[src/spq_pkg.sv]
// spq_pkg: shared constants and types for the sorted priority queue
// holds capacity, widths, status and op codes and the cell command struct
// no dependencies
package spq_pkg;

   localparam int CAPACITY = 16;
   localparam int KEY_W    = 32;
   localparam int CNT_W    = $clog2(CAPACITY + 1);
   localparam int OCC_W    = 5;
   localparam int STATUS_W = 2;

   localparam logic [STATUS_W-1:0] STATUS_OK    = 2'd0;
   localparam logic [STATUS_W-1:0] STATUS_FULL  = 2'd1;
   localparam logic [STATUS_W-1:0] STATUS_EMPTY = 2'd2;

   localparam logic OP_INSERT = 1'b0;
   localparam logic OP_REMOVE = 1'b1;

   // command broadcast to every cell
   typedef struct packed {
      logic                    insert;
      logic                    remove;
      logic signed [KEY_W-1:0] key;
   } cell_cmd_type;

endpackage

[src/spq_cell.sv]
// spq_cell: one slot of the sorted chain, holds one key
// compares against the broadcast key and shifts with its neighbors
// depends on spq_pkg
module spq_cell (
   input  logic                            clock,
   input  spq_pkg::cell_cmd_type           cmd,
   input  logic                            occupied,
   input  logic                            left_keep,
   input  logic signed [spq_pkg::KEY_W-1:0] left_key,
   input  logic signed [spq_pkg::KEY_W-1:0] right_key,
   output logic                            keep,
   output logic signed [spq_pkg::KEY_W-1:0] key_out
);

   logic signed [spq_pkg::KEY_W-1:0] key_ff;
   logic signed [spq_pkg::KEY_W-1:0] key_in;

   // stored key stays ahead of an equal new key
   assign keep    = occupied && (key_ff <= cmd.key);
   assign key_out = key_ff;

   always_comb begin
      key_in = key_ff;
      if (cmd.insert) begin
         if (!keep) begin
            key_in = left_keep ? cmd.key : left_key;
         end
      end else if (cmd.remove) begin
         key_in = right_key;
      end
   end

   always_ff @(posedge clock) begin
      key_ff <= key_in;
   end

endmodule

[src/sorted_priority_queue_top.sv]
// sorted_priority_queue_top: minimum priority queue built as a chain of key cells
// instantiates spq_cell once per slot, keeps the count and the result register
// depends on spq_pkg and spq_cell
//
// The queue holds up to spq_pkg::CAPACITY signed 32-bit keys in ascending
// order, one key per cell. On an insert each cell compares its key with the
// broadcast key in parallel and either keeps its key, takes the new key or
// takes its left neighbor's key; on a remove every cell takes its right
// neighbor's key and the front cell's key is returned. Equal keys leave in
// arrival order. Each item gives exactly one result: status ok, full
// (insert dropped, queue unchanged) or empty (remove on an empty queue,
// removed key reads zero), plus the occupancy after the item. Results sit
// in an output register, so a new item is taken in the same cycle the
// previous result is taken, giving one item per cycle while the result
// side does not stall. Cell contents are not cleared at reset; only the key
// count and result valid flag are; slots past the count are never read.
module sorted_priority_queue_top (
   input  logic                                clock,
   input  logic                                reset,
   input  logic                                req_valid,
   output logic                                req_stall,
   input  logic                                req_op,
   input  logic signed [spq_pkg::KEY_W-1:0]    req_key,
   output logic                                rsp_valid,
   input  logic                                rsp_stall,
   output logic signed [spq_pkg::KEY_W-1:0]    rsp_removed_key,
   output logic                                rsp_key_valid,
   output logic [spq_pkg::STATUS_W-1:0]        rsp_status,
   output logic [spq_pkg::OCC_W-1:0]           rsp_occupancy
);

   localparam int N = spq_pkg::CAPACITY;

   // control state
   logic                      rsp_valid_ff, rsp_valid_in;
   logic [spq_pkg::CNT_W-1:0] count_ff, count_in;

   // result payload
   logic signed [spq_pkg::KEY_W-1:0] removed_ff, removed_in;
   logic                             kvalid_ff, kvalid_in;
   logic [spq_pkg::STATUS_W-1:0]     status_ff, status_in;

   logic                  accept;
   logic                  is_full, is_empty;
   spq_pkg::cell_cmd_type cmd;

   // chain wiring
   logic [N-1:0]                     occupied;
   logic [N-1:0]                     keep;
   logic signed [spq_pkg::KEY_W-1:0] cell_key [N];

   // occupancy reported modulo 2**OCC_W
   logic [spq_pkg::CNT_W+spq_pkg::OCC_W-1:0] count_ext;

   // take a new item whenever the result register is free or being emptied
   assign req_stall = rsp_valid_ff && rsp_stall;
   assign accept    = req_valid && !req_stall;

   assign is_full  = (count_ff == spq_pkg::CNT_W'(N));
   assign is_empty = (count_ff == '0);

   // only effective operations move the chain
   assign cmd.insert = accept && (req_op == spq_pkg::OP_INSERT) && !is_full;
   assign cmd.remove = accept && (req_op == spq_pkg::OP_REMOVE) && !is_empty;
   assign cmd.key    = req_key;

   for (genvar i = 0; i < N; i++) begin : g_cell
      logic                             lk;
      logic signed [spq_pkg::KEY_W-1:0] lkey;
      logic signed [spq_pkg::KEY_W-1:0] rkey;

      assign occupied[i] = (count_ff > spq_pkg::CNT_W'(i));

      if (i == 0) begin : g_first
         // nothing stored ahead of the front cell
         assign lk   = 1'b0;
         assign lkey = req_key;
      end else begin : g_inner
         assign lk   = keep[i-1];
         assign lkey = cell_key[i-1];
      end

      if (i == N - 1) begin : g_last
         // last slot empties on a remove, its value is never read
         assign rkey = cell_key[i];
      end else begin : g_body
         assign rkey = cell_key[i+1];
      end

      spq_cell u_cell (
         .clock     (clock),
         .cmd       (cmd),
         .occupied  (occupied[i]),
         .left_keep (lk),
         .left_key  (lkey),
         .right_key (rkey),
         .keep      (keep[i]),
         .key_out   (cell_key[i])
      );
   end

   always_comb begin
      count_in     = count_ff;
      rsp_valid_in = rsp_valid_ff;
      removed_in   = removed_ff;
      kvalid_in    = kvalid_ff;
      status_in    = status_ff;

      if (!req_stall) begin
         rsp_valid_in = 1'b0;
      end

      if (accept) begin
         rsp_valid_in = 1'b1;
         removed_in   = '0;
         kvalid_in    = 1'b0;
         status_in    = spq_pkg::STATUS_OK;
         case (req_op)
            spq_pkg::OP_INSERT: begin
               if (is_full) begin
                  status_in = spq_pkg::STATUS_FULL;
               end else begin
                  count_in = count_ff + spq_pkg::CNT_W'(1);
               end
            end
            spq_pkg::OP_REMOVE: begin
               if (is_empty) begin
                  status_in = spq_pkg::STATUS_EMPTY;
               end else begin
                  removed_in = cell_key[0];
                  kvalid_in  = 1'b1;
                  count_in   = count_ff - spq_pkg::CNT_W'(1);
               end
            end
            default: begin
               status_in = spq_pkg::STATUS_OK;
            end
         endcase
      end
   end

   always_ff @(posedge clock) begin
      if (reset) begin
         rsp_valid_ff <= 1'b0;
         count_ff     <= '0;
      end else begin
         rsp_valid_ff <= rsp_valid_in;
         count_ff     <= count_in;
      end
   end

   always_ff @(posedge clock) begin
      removed_ff <= removed_in;
      kvalid_ff  <= kvalid_in;
      status_ff  <= status_in;
   end

   assign count_ext = {{spq_pkg::OCC_W{1'b0}}, count_ff};

   assign rsp_valid       = rsp_valid_ff;
   assign rsp_removed_key = removed_ff;
   assign rsp_key_valid   = kvalid_ff;
   assign rsp_status      = status_ff;
   // count register already holds the value after the item in the register
   assign rsp_occupancy   = count_ext[spq_pkg::OCC_W-1:0];

endmodule

[config.mk]
export PLATFORM = sky130hd
export DESIGN_NAME = sorted_priority_queue_top
export DESIGN_NICKNAME = d
export VERILOG_FILES = /design/src/spq_pkg.sv /design/src/spq_cell.sv /design/src/sorted_priority_queue_top.sv
export SDC_FILE = /design/constraint.sdc
export NUM_CORES = 2
export LEC_CHECK = 0
export ABC_AREA = 1
export BUFFER_PORTS_ARGS = -buffer_cell sky130_fd_sc_hd__buf_2
export CAP_MARGIN = 10
export CORE_ASPECT_RATIO = 0.5
export CORE_MARGIN = 3
export CORE_UTILIZATION = 31
export DETAILED_ROUTE_END_ITERATION = 12
export PLACE_DENSITY = 0.43
export SYNTH_ARGS = -nofsm -noshare
export SYNTH_HDL_FRONTEND = slang
export SYNTH_HIERARCHICAL = 1
export SYNTH_SLANG_ARGS = --single-unit
export TNS_END_PERCENT = 30
[constraint.sdc]
create_clock -name clock -period 7.6 [get_ports clock]
set_input_delay 0.76 -clock clock [delete_from_list [all_inputs] [get_ports clock]]
set_output_delay 0.76 -clock clock [all_outputs]
set_load 0.01 [all_outputs]
Word level (Yosys, flattened, before mapping)
Index checks and enable logic that the tools add are counted.
{"block": "totals", "latch_bits": 0, "inputBits": 37, "out_inout_bits": 42, "mem_bits_rw": 0, "rom_bits": 0, "ff_bits": 553, "n_memories": 0}
{"block": "classes", "div": 0, "mux": 69, "bitwise": 2, "mul": 0, "addsub": 2, "magnitude_cmp": 32, "reduce_logical": 45, "n_shift": 0, "n_eq_ne": 19}
{"op": "two-way mux 32 bit", "count": 60}
{"op": "<= comparator 32 bit", "count": 16}
{"op": "greater-than comparator 5 x 4 -> 1 bit, second input constant", "count": 8}
{"op": "!= test 2 bit, second input constant", "count": 17}
{"op": "AND reduction 2 bit", "count": 16}
{"op": "logical AND 1 bit", "count": 22}
{"op": "greater-than comparator 5 x 3 -> 1 bit, second input constant", "count": 4}
{"op": "greater-than comparator 5 x 1 -> 1 bit, second input constant", "count": 2}
{"op": "greater-than comparator 5 x 2 -> 1 bit, second input constant", "count": 2}
{"op": "two-way mux 5 bit", "count": 2}
{"op": "one-hot mux 5 bit (2 select lines)", "count": 1}
{"op": "adder 5 x 1 -> 5 bit, second input constant", "count": 1}
{"op": "== test 5 bit, second input constant", "count": 1}
{"op": "logical NOT 5 bit", "count": 1}
{"op": "subtractor 5 x 1 -> 5 bit, second input constant", "count": 1}
{"op": "two-way mux 1 bit", "count": 4}
{"op": "one-hot mux 2 bit (2 select lines)", "count": 1}
{"op": "logical NOT 1 bit", "count": 3}
{"op": "AND reduction 3 bit", "count": 1}
{"op": "two-way mux 2 bit", "count": 1}
{"op": "!= test 2 x 1 -> 1 bit, second input constant", "count": 1}
{"op": "inverter 1 bit", "count": 2}
{"op": "nonzero test 2 bit", "count": 1}
{"op": "OR reduction 2 bit", "count": 1}

Longest topological paths before layout
{"block": "depth", "word_depth": 7, "depth_mapped": 21, "mapped_depth_nobuf": 20}

Cells and area by module
The synthesis kept the hierarchy.
{"mod": "spq_cell", "n_inst": 16, "seq_area_each_um2": 960.9, "cells_per_inst": 325, "area_each_um2": 2496.1}
{"mod": "sorted_priority_queue_top", "n_inst": 1, "seq_area_each_um2": 1171.1, "cells_per_inst": 213, "area_each_um2": 2033.2}

Worst setup path after synthesis
No wires, ideal clock.
{"block": "synth_timing", "path_type": "in2reg", "startpoint": "input port rsp_stall", "endpoint": "register g_cell[0].u_cell.key_ff, in the netlist g_cell[0].u_cell/key_out[0] (enable)", "cell_stages": 9, "path_buffers": 1, "setup_time_ps": 478, "t_arrival_ps": 5977, "t_required_ps": 7122, "path_slack_ps": 1145, "path_cell_list": "nand2_1 > inv_1 > nor2_4 > o21ai_0 > nor2_1 > inv_1 > buf_6 > nand2_1 > nand2_1"}
{"element": "start, declared", "line_no": "sorted_priority_queue_top.sv:25", "text": "input logic rsp_stall,"}
{"element": "end signal, assigned", "line_no": "spq_cell.sv:34", "text": "key_ff <= key_in;"}
{"element": "end, declared", "line_no": "spq_cell.sv:15", "text": "logic signed [spq_pkg::KEY_W-1:0] key_ff;"}

Worst setup path after layout
{"block": "layout_timing", "startpoint": "input port req_key[19] (netlist name)", "endpoint": "register g_cell[15].u_cell.key_ff, in the netlist g_cell[15].u_cell/key_out[4] (data pin)"}
{"block": "layout_between", "elab_chain_cells": 3}
{"element": "start, declared", "line_no": "sorted_priority_queue_top.sv:23", "text": "input logic signed [spq_pkg::KEY_W-1:0] req_key,"}
{"element": "<= comparator 32 bit", "line_no": "spq_cell.sv:19", "text": "assign keep = occupied && (key_ff <= cmd.key);"}
{"element": "logical AND 1 bit", "line_no": "spq_cell.sv:19"}
{"element": "via g_cell[15].lk", "line_no": "sorted_priority_queue_top.sv:68", "text": "logic lk;"}
{"element": "two-way mux 32 bit", "line_no": "spq_cell.sv:26", "text": "key_in = left_keep ? cmd.key : left_key;"}
{"element": "end signal, assigned", "line_no": "spq_cell.sv:34"}
{"element": "end, declared", "line_no": "spq_cell.sv:15"}
The timed path passes the listed nets, and every way through them passes these cells.
A chain may end at the register's enable or synchronous reset.

==> flow_summary.toml <==
[floorplan]
num_rows = 94
start_util_pct = 31.6
dieWidth_um = 526
die_area_um2 = 140000
core_um2 = 133000
ios = 79
die_h_um = 266

[worst_setup_path]
critPathKind = "in -> reg"
critPathMaxFanout = 33
end_kind = "register"
cp-start-kind = "input port"
critical_path_arrival_ns = 4.47
r2r_setup_slack_ns = 3.66
reg2reg_depth = 12
worstPathRequired_ns = 7.99

[timing]
max-slew-margin-rel_pct = 26.7
hold_ws_ns = 0.391
max_freq_mhz = 245
drv_slew = 0
skew_ns = 0.0257
fin_tns_setup_ns = 0
rsz0062_at_grt = "false"
period_needed_ns = 4.08
setup_viol = 0
finalCritPeriodShare_pct = 53.7
worst_slack_ns = 3.52
final-hold-violation-count = 0
worst_pin_slew_ns = 1.10

[layout]
fillers = 13962
final_layout_size_suffix_gt1_share_pct = 9.07
antenna_cells = 0
seq_area_um2 = 16500
synthToLayoutAreaGrowth_pct = 11.0
multi_input_area_um2 = 21700
final_nets = 6026

[route]
drt_iter0_drc = 3235
wl_met1_um = 73700
routedWlPerCell_um = 20.5
viasPerCell = 5.07
met3_length_um = 8960
wl_met2_um = 64300
drc = 0
wirelength_um = 150000
antenna_left = 0
dr.pass1.iters = 6
routed.top_layer = "met5"
route.vias.total = 37020

[outcome]
status = "complete, no violations"

[placement]
place_congestion = 0.855
dpl_worst_slack_ns = 2.92
dpl.hpwl_um = 114000
port_buffers = 78

[pwr]
vdd_drop_max_v = 0.000148
switching_power_mw = 3.96
p_leak_nw = 21.7
p_int_mw = 6.74
combPwrFrac_pct = 27.7
pwr-share-clk_pct = 30.4
seq_power_share_pct = 41.9
p_sw_share_pct = 37.0
power.density_nw_per_um2 = 230

[cts]
cts.reportedPaths.clkPinSlew_ns = 0.06
clkSinkCount = 553
cts_tree = "done"
clock_latency_ns = 0.65
cts-root-buf = "clkbuf_16"
cts-resized-gates = 0
post_cts_buffers = 0
clockBufferDepth = 3
hold_buffers = 0
cts_inserted_buffers = 66
htreeDepth = 3

[synth]
syn_avg_cell_area_um2 = 7.75
netlist_instances = 5412
synth_area_um2 = 42000
yosys_warnings = 6

[min_path]
min_path_cells = 3
hold_path.class = "in -> reg"

[global_routing]
grt_antenna_before_repair = 2
grt_pass1_wl_um = 227000
grt-ovfl-total = 0
grt_max_degree = 137
grt_pass1_vias = 35805
grt_use_total_pct = 21.0

[flow_run]
cap_violations = 0
-- routing by layer --
metal,track usage (%),up-vias
li1,-,18100
met1,30.9,17638
met2,32.3,1118
met3,3.10,162
met4,4.38,2
met5,0.533,-
-- cell usage in the layout, fill, tap and decap left out, types with 2 or more instances in the layout --
cell type and count:
o21a_1 17, clkinv_2 8, nor2_4 4, clkinv_8 3, nand4_2 16, bufinv_16 3, buf_2 78, inv_1 656
o21a_2 16, nand3_2 2, ha_1 518, nor2_1 686, xor2_1 2, clkinvlp_4 3, dfxtp_1 6, inv_2 83
clkinv_1 28, clkbuf_16 68, clkbuf_8 3, a21oi_1 210, nor2_2 35, buf_12 4, o21ai_1 496, nand2_2 52
buf_4 101, nand3_1 54, a21o_1 16, conb_1 6, nand2_1 1171, clkbuf_1 16, o21ai_0 571, a21oi_2 17
edfxtp_1 547, nand4_1 18
-- power groups by stage --
stage	Sequential [mW]	Combinational, mW	Clock, mW
global route	4.54	3.39	3.45
finish	4.48	2.96	3.25
global placement	4.54	2.87	0
detailed placement	4.55	2.95	0
CTS	4.48	2.97	3.35
floorplan	4.29	2.03	0
-- worst max-delay path, cell delays in order --
cell     delay, ns
buf_2         0.50
buf_4         0.32
inv_1         0.07
ha_1          0.31
nand2_1       0.08
inv_2         0.04
nand2_1       0.06
nand2_1       0.06
nand2_1       0.07
nand2_2       0.06
a21oi_2       0.13
nand3_1       0.09
nand3_1       0.09
nand2_1       0.07
inv_1         0.78
inv_2         0.56
nor2_1        0.25
o21ai_1       0.10
-- worst paths after layout --
check	from	to
worst max-delay path	req_key[19]	g_cell[15].u_cell/key_out[4]
worst min-delay path	rsp_stall	rsp_valid
worst max register to register	rsp_valid	g_cell[14].u_cell/key_out[4]
worst min register to register	rsp_valid	rsp_valid
-- layout make-up --
cell class,instances,area share (%)
multi-input combinational,3911,46.5
tap,1776,4.77
sequential,553,35.5
timing repair buffer,184,2.70
clock buffer,87,3.87
inverter,755,6.08
clock inverter,32,0.609
-- flip-flops by register name, indices dropped and copies added, names as in the netlist --
register and cells:
g_cell.u_cell/key_out 512, rsp_removed_key 32, rsp_occupancy 5, rsp_status 2
rsp_key_valid 1, rsp_valid 1
-- through the flow --
step | cells | cell area (µm²) | total power, mW | util (%)
2_1_floorplan | 5417 | 42000 | 6.32 | -
3_3_place_gp | 7178 | 44500 | 7.42 | 33.5
5_1_grt | 7298 | 46600 | 11.4 | 35.1
3_5_place_dp | 7179 | 44500 | 7.50 | 33.5
4_1_cts | 7298 | 46600 | 10.8 | 35.1
6_report | 7298 | 46600 | 10.7 | 35.1
Power figures use the tool's default switching activity.
